### src/pcv_pkg.sv
package pcv_pkg;

  localparam int WORD_W  = 16;
  localparam int INDEX_W = 3;
  localparam int NIB_W   = 4;

  localparam logic [INDEX_W-1:0] INDEX_FIRST = 3'd0;
  localparam logic [INDEX_W-1:0] INDEX_LAST  = 3'd7;

  localparam logic [WORD_W-1:0] CRC_POLY  = 16'h3000;
  localparam logic [WORD_W-1:0] WORD_ZERO = 16'h0000;
  localparam logic [WORD_W-1:0] WORD_ONES = 16'hFFFF;

  typedef enum logic [1:0] {
    VERDICT_MATCH    = 2'd0,
    VERDICT_MISMATCH = 2'd1,
    VERDICT_FLOATING = 2'd2
  } verdict_t;

  typedef struct packed {
    logic [NIB_W-1:0] stored_crc;
    logic [NIB_W-1:0] computed_crc;
    verdict_t         verdict;
  } result_t;

  // The byte enters the low end of the remainder, then eight shift steps
  // with feedback from the top bit.
  function automatic logic [WORD_W-1:0] fold_byte(input logic [WORD_W-1:0] rem_in,
                                                  input logic [7:0] byte_in);
    logic [WORD_W-1:0] rem;
    rem = rem_in ^ {8'h00, byte_in};
    for (int i = 0; i < 8; i++) begin
      if (rem[WORD_W-1]) begin
        rem = {rem[WORD_W-2:0], 1'b0} ^ CRC_POLY;
      end else begin
        rem = {rem[WORD_W-2:0], 1'b0};
      end
    end
    return rem;
  endfunction

endpackage

### src/prom_crc4_validator.sv
// Channel   Direction  tdata                                    tuser
// s_axis    in         prom_word[15:0]                          word_pos[2:0]
// m_axis    out        verdict[1:0], computed_crc[5:2],         -
//                      stored_crc[9:6], zeros[15:10]
//
// One word is accepted in every cycle unless an index-7 word waits for the
// output register. A word is registered on input, then folded into the running
// remainder; the verdict for an index-7 word is then loaded into the output register.
// The verdict is held in an output register; while it waits for m_axis_tready,
// further words keep flowing until another index-7 word needs the register.
// Synchronous reset clears both valid flags and the remainder and sets the all-zero and all-ones flags.
module prom_crc4_validator (
  input  logic        clk,
  input  logic        rst,
  input  logic        s_axis_tvalid,
  output logic        s_axis_tready,
  input  logic [15:0] s_axis_tdata,  // prom_word[15:0]
  input  logic [2:0]  s_axis_tuser,  // word_pos[2:0]
  output logic        m_axis_tvalid,
  input  logic        m_axis_tready,
  output logic [15:0] m_axis_tdata   // verdict[1:0], computed_crc[5:2], stored_crc[9:6]
);
  import pcv_pkg::*;

  // Input register.
  logic               in_valid;
  logic [WORD_W-1:0]  in_word;
  logic [INDEX_W-1:0] in_index;

  // Running state.
  logic [WORD_W-1:0] remainder;
  logic              all_zero;
  logic              all_ones;
  logic [WORD_W-1:0] remainder_next;
  logic              all_zero_next;
  logic              all_ones_next;

  // Output register.
  logic    out_valid;
  result_t out_result;
  result_t result_next;

  logic              is_first;
  logic              is_last;
  logic              advance;
  logic [WORD_W-1:0] rem_base;
  logic [WORD_W-1:0] folded;
  logic [WORD_W-1:0] rem_mid;

  assign is_first = (in_index == INDEX_FIRST);
  assign is_last  = (in_index == INDEX_LAST);

  // A word that produces no verdict never waits on the output side.
  assign advance       = in_valid && (!is_last || !out_valid || m_axis_tready);
  assign s_axis_tready = !in_valid || advance;

  always_comb begin
    rem_base       = is_first ? WORD_ZERO : remainder;
    all_zero_next  = (is_first || all_zero) && (in_word == WORD_ZERO);
    all_ones_next  = (is_first || all_ones) && (in_word == WORD_ONES);
    folded         = is_last ? {in_word[15:8], 8'h00} : in_word;
    rem_mid        = fold_byte(rem_base, folded[15:8]);
    remainder_next = fold_byte(rem_mid, folded[7:0]);

    result_next.computed_crc = remainder_next[WORD_W-1 -: NIB_W];
    result_next.stored_crc   = in_word[NIB_W-1:0];
    if (all_zero_next || all_ones_next) begin
      result_next.verdict = VERDICT_FLOATING;
    end else if (result_next.computed_crc == result_next.stored_crc) begin
      result_next.verdict = VERDICT_MATCH;
    end else begin
      result_next.verdict = VERDICT_MISMATCH;
    end
  end

  always_ff @(posedge clk) begin
    if (rst) begin
      in_valid  <= 1'b0;
      out_valid <= 1'b0;
      remainder <= WORD_ZERO;
      all_zero  <= 1'b1;
      all_ones  <= 1'b1;
    end else begin
      if (s_axis_tready) begin
        in_valid <= s_axis_tvalid;
      end
      if (advance) begin
        remainder <= remainder_next;
        all_zero  <= all_zero_next;
        all_ones  <= all_ones_next;
      end
      if (advance && is_last) begin
        out_valid <= 1'b1;
      end else if (m_axis_tready) begin
        out_valid <= 1'b0;
      end
    end
  end

  always_ff @(posedge clk) begin
    if (s_axis_tready && s_axis_tvalid) begin
      in_word  <= s_axis_tdata;
      in_index <= s_axis_tuser;
    end
    if (advance && is_last) begin
      out_result <= result_next;
    end
  end

  assign m_axis_tvalid = out_valid;
  assign m_axis_tdata  = {6'b000000, out_result};

endmodule
### config.mk
export PLATFORM = sky130hd
export DESIGN_NAME = prom_crc4_validator
export DESIGN_NICKNAME = d
export VERILOG_FILES = /design/src/pcv_pkg.sv /design/src/prom_crc4_validator.sv
export SDC_FILE = /design/constraint.sdc
export NUM_CORES = 1
export LEC_CHECK = 0
export BUFFER_PORTS_ARGS = -buffer_cell sky130_fd_sc_hd__clkbuf_2
export CELL_PAD_IN_SITES_DETAIL_PLACEMENT = 1
export CELL_PAD_IN_SITES_GLOBAL_PLACEMENT = 1
export CORE_MARGIN = 2
export CORE_UTILIZATION = 43
export DETAILED_ROUTE_END_ITERATION = 12
export GPL_TIMING_DRIVEN = 1
export HOLD_SLACK_MARGIN = 0.15
export MAX_ROUTING_LAYER = met4
export PLACE_DENSITY_LB_ADDON = 0.15
export SYNTH_ARGS = -nofsm -noshare
export SYNTH_HDL_FRONTEND = slang
export SYNTH_SLANG_ARGS = --single-unit
### constraint.sdc
create_clock -name clk -period 3.25 [get_ports clk]
set_input_delay 0.1625 -clock clk [delete_from_list [all_inputs] [get_ports clk]]
set_output_delay 0.1625 -clock clk [all_outputs]
set_load 0.02 [all_outputs]
* Yosys cells after proc, flatten, opt, wreduce, memory -nomap -nowiden
Index checks and enable logic that the tools add are counted.
Cells by class: bitwise gates (word level) 18, reductions and logical operators 17, eq/ne operators 3, mux-type cells 21
Operators with widths (number):
- 14-bit two-way mux | 16
- 2-bit inverter | 16
- 16-bit by 8-bit XOR with 16-bit output | 2
- 16-bit equality test, second input constant | 1
- 16-bit zero test | 1
- 16-bit two-way mux | 1
- 8-bit two-way mux | 1
- 1-bit logical OR | 6
- 1-bit logical AND | 5
- 4-bit equality test | 1
- 3-bit equality test, second input constant | 1
- 1-bit zero test | 3
- 3-bit zero test | 1
- 1-bit two-way mux | 3
- 2-bit nonzero test | 1
Storage, ports and cells: word-level logic and storage cells 69, flip-flop bits (word level) 49

* Logic depth before layout (Yosys ltp)
depth in word-level cells 38, depth in mapped cells 7, mapped depth without buffers 6

* Worst setup path after synthesis
OpenSTA, ideal clock, no wires.
kind reg2reg, start point register in_index[1], end point register in_index[0] (enable), cell stages (with the launch flop) 5, buffers on the path 1, setup slack 0.960 ns, period minus slack after synthesis 2.290 ns, data required time 2.849 ns, setup time 0.401 ns, arrival 1.888 ns, cell sequence edfxtp_1 > nand3_1 > clkbuf_1 > nor2_1 > a21oi_1
On the way: longest elaborated chain between the ends 7
RTL lines:
- start: declaration | line prom_crc4_validator.sv:28 | logic [INDEX_W-1:0] in_index;
- start signal: assignment | line prom_crc4_validator.sv:103 | in_index <= s_axis_tuser;
- 3-bit equality test | line prom_crc4_validator.sv:51 | assign is_last = (in_index == INDEX_LAST);
- 1-bit zero test | line prom_crc4_validator.sv:54 | assign advance = in_valid && (!is_last || !out_valid || m_axis_tready);
- 1-bit logical OR (2 in series) | line prom_crc4_validator.sv:54
- 1-bit logical AND | line prom_crc4_validator.sv:54
- 1-bit logical OR | line prom_crc4_validator.sv:55 | assign s_axis_tready = !in_valid || advance;
- 1-bit logical AND | line prom_crc4_validator.sv:101 | if (s_axis_tready && s_axis_tvalid) begin
Every way passes these cells. A chain may end at the register's enable or synchronous reset.

* Final worst setup path
start point register in_word[14], end point register out_result, in the netlist m_axis_tdata[0], data pin
On the way: longest elaborated chain between the ends 19, elaborated cells between the ends (all ways) 27, classes of those cells eq/ne: 2; mux: 14; bitwise: 7; reduce/logical: 4
RTL lines:
- start: declaration | line prom_crc4_validator.sv:27 | logic [WORD_W-1:0] in_word;
- start signal: assignment | line prom_crc4_validator.sv:102 | in_word <= s_axis_tdata;
- 16-bit by 8-bit XOR with 16-bit output | line pcv_pkg.sv:31 | rem = rem_in ^ {8'h00, byte_in};
- 14-bit two-way mux (5 in series) | line pcv_pkg.sv:33 | if (rem[WORD_W-1]) begin
- 2-bit inverter (no line)
- 14-bit two-way mux | line pcv_pkg.sv:33
- 2-bit inverter (no line)
- 14-bit two-way mux | line pcv_pkg.sv:33
- 16-bit by 8-bit XOR with 16-bit output | line pcv_pkg.sv:31
- 14-bit two-way mux | line pcv_pkg.sv:33
- 2-bit inverter (no line)
- 14-bit two-way mux (2 in series) | line pcv_pkg.sv:33
- 2-bit inverter (no line)
- 14-bit two-way mux | line pcv_pkg.sv:33
- 4-bit equality test | line prom_crc4_validator.sv:69 | end else if (result_next.computed_crc == result_next.stored_crc) begin
- 1-bit two-way mux | line prom_crc4_validator.sv:69
- end signal: assignment | line prom_crc4_validator.sv:106 | out_result <= result_next;
- end: declaration | line prom_crc4_validator.sv:40 | result_t out_result;
Several ways; a longest one is shown, not always the timed one.

==> results.yml <==
clock_tree:
  path_clk_slew_ns: 0.08
  root_buffer: "clkbuf_8"
  clock_path_buffers: 2
  cts_buffers: 5
  h-tree-depth: 2
  cts_setup_buffers: 0
  cts.sinks: 41
  cts_tree: "yes"
  worstSkewPairLatency_ns: 0.29
final_layout:
  fill_cells: 446
  syn2layout_area_growth_pct: 25.12
  fin_cells: 270
  layout.nets: 240
  seqCellArea_mm2: 0.001111
  post-route-util: 0.5689
  multi_input_area_um2: 842.1
  antennaDiodeCount: 0
  drive_gt1_frac: 0.2294
global_route:
  grt_max_degree: 20
  antenna_found_initial: 0
  grt_usage: 0.1965
  grt_pass1_vias: 1588
  grt_pass1_wl_um: 7445
  grt.overflow.total: 0
critical_path:
  critical-path-max-stage-delay_ns: 0.51
  r2r_end: "m_axis_tdata[0]"
  cp_max_fo: 5
  endpoint_kind: "flop"
  crit_type: "reg2reg"
  cp.arrival_ns: 2.47
  worstReg2RegStart: "in_word[14]"
  critPathLaunchType: "flop"
  endpoint: "m_axis_tdata[0]"
  worstPathRequired_ns: 3.27
  rrSetupSlack_ns: 0.80
  cpMaxStageDelayCell: "edfxtp_1"
  worstSetupStartpoint: "in_word[14]"
  reg2regPathDepth: 6
  crit_chain: "xor3_2 > xnor2_1 > xnor2_2 > xnor3_1 > o31ai_1 > o311ai_1"
pwr:
  p_total_w: 0.001629
  internal-power_w: 0.001125
  cellLeakagePower_nw: 1.044
  switching_power_w: 0.0005045
  comb_power_share: 0.384
  pwr-share-clk: 0.199
  switching_share: 0.3097
  power.share.sequential: 0.417
  p_per_area_mw_per_mm2: 648.7
  ir_worst_vdd_mv: 0.3446
timing:
  tightest_slew_ns: 0.9045
  max_freq_mhz: 408.7
  rsz0062_at_grt: "no"
  slew_headroom: 0.3924
  finalCriticalPeriod_ns: 2.447
  finalSetupViolCount: 0
  fin_tns_setup_ns: 0
  final-max-slew-violation-count: 0
  timing.final.crit_share: 0.7529
  whs_ns: 0.2846
  hold_violations: 0
  fin_skew_ns: 0.003163
yosys:
  synth_cell_types: 39
  ys_ff_latch: 41
  synth_edf_count: 29
  avgSynthCellArea_um2: 12.70
  ys_warn_count: 0
  yosysSeqAreaShare: 0.5536
  synth-main-ff-cell: "edfxtp_1"
  synth_cells: 158
  async_flop_share: 0
  synthesis.area_mm2: 0.002007
routing:
  first_pass_iters: 4
  wl_um: 4455
  vias_per_cell: 5.248
  initialDrtViolationCount: 47
  vias: 1417
  wl_per_cell_um: 16.50
  post-route-drc-count: 0
  drtAntennaViolNets: 0
worst_hold_path:
  holdPathStages: 4
  hold_path.class: "in2reg"
place:
  port_buffers: 34
  place_congestion: 0.8279
  place_inst: 241
  dpl.hpwl_um: 3246
floorplan:
  die_width_um: 72.32
  initial_core_util: 0.4546
  die_area_mm2: 0.005229
  ioPinCount: 41
  fp.coreArea_mm2: 0.004414
  die_y_um: 72.32
  rows: 24
run_status:
  status: "completed"
run:
  max_cap_viol_count: 0
## layout by cell type, fill, tap and decap left out, types with 6 or more instances in the layout
master	instances
conb_1	6
nand2_1	8
edfxtp_1	29
dlygate4sd3_1	21
clkbuf_2	34
xnor3_1	7
xnor2_1	18
dfxtp_1	12
nor2_1	12
## worst min path at each step
| stage | from | slack [ns] | endpoint |
|---|---|---|---|
| floorplan | s_axis_tuser[0] | 0.26 | in_index[0] |
| global placement | s_axis_tdata[4] | 0.34 | in_word[4] |
| detailed placement | s_axis_tdata[7] | 0.34 | in_word[7] |
| CTS | m_axis_tready | 0.28 | m_axis_tvalid |
| global route | m_axis_tready | 0.31 | m_axis_tvalid |
| finish | m_axis_tready | 0.28 | m_axis_tvalid |
## cell usage after synthesis, drive strengths merged, types with 3 or more instances
master,count,area (um2)
nor4,5,31.28
o21ai,3,15.01
xnor2,19,173.9
and3,3,18.77
nor2,12,45.04
a32oi,4,35.03
nor3,3,15.01
edfxtp,29,870.8
xnor3,7,157.7
inv,3,11.26
xor2,5,43.79
o21a,3,22.52
dfxtp,12,240.2
nand4,5,31.28
buf,8,53.79
a21oi,4,20.02
nand2,8,30.03
## what timing repair did
item	4_1_cts	5_1_grt
hold buffers	21	0
gates resized for setup	0	0
endpoints found under the hold margin	24	0
setup endpoints to repair	0	0
## per-stage QoR
stage / setup slack, ns / instance area [um2]
3_3_place_gp: 0.9444 / 2215
6_report: 0.8032 / 2511
4_1_cts: 0.7669 / 2511
5_1_grt: 0.6457 / 2511
3_5_place_dp: 0.7906 / 2215
2_1_floorplan: 0.9604 / 2026
## routing by layer
metal  vias up  part of all wire  GRT usage
met2        41              0.53     0.3466
met1       683              0.41     0.2164
met5         -                 0          -
met3         8             0.039    0.04444
met4         0             0.019    0.07128
li1        685                 -          -
## power by group through the flow
stage,clock [W],sequential (W),combinational (W)
after detailed placement,0,0.000692,0.000608
final,0.000324,0.000680,0.000626
after global routing,0.000358,0.000686,0.000683
after global placement,0,0.000688,0.000583
after CTS,0.000335,0.000680,0.000629
after floorplan,0,0.000681,0.000501
## worst max-delay path, delay by kind of cell (launching register included)
family | cells | cell delay (ns)
xor+xnor | 4 | 1.24
flops | 1 | 0.51
compound gates | 2 | 0.43
## registers in the layout, summed over array words and instances (netlist names)
| register | flops |
|---|---|
| in_index | 3 |
| m_axis_tvalid | 1 |
| in_word | 16 |
| remainder | 8 |
| in_valid | 1 |
| all_ones | 1 |
| all_zero | 1 |
| m_axis_tdata | 10 |
## kinds of logic (layout without fill, tap and decap cells)
kind of cell | after synthesis | count (layout) | synth area share
simple gates | 46 | 46 | 0.1172
flops | 41 | 41 | 0.5536
xor+xnor | 32 | 32 | 0.1995
buf+inv | 13 | 68 | 0.03615
other cells | 1 | 6 | 0.001869
compound gates | 25 | 25 | 0.09165
## final cells by class
cell class                      count  share of cell area
Clock buffer                        5             0.02740
Clock inverter                      3            0.006976
Inverter                            3            0.004484
Multi-Input combinational cell    109              0.3353
Sequential cell                    41              0.4425
Tap cell                           52             0.02591
Timing Repair Buffer               57              0.1574
No activity file was read; power rests on OpenSTA's default activity.
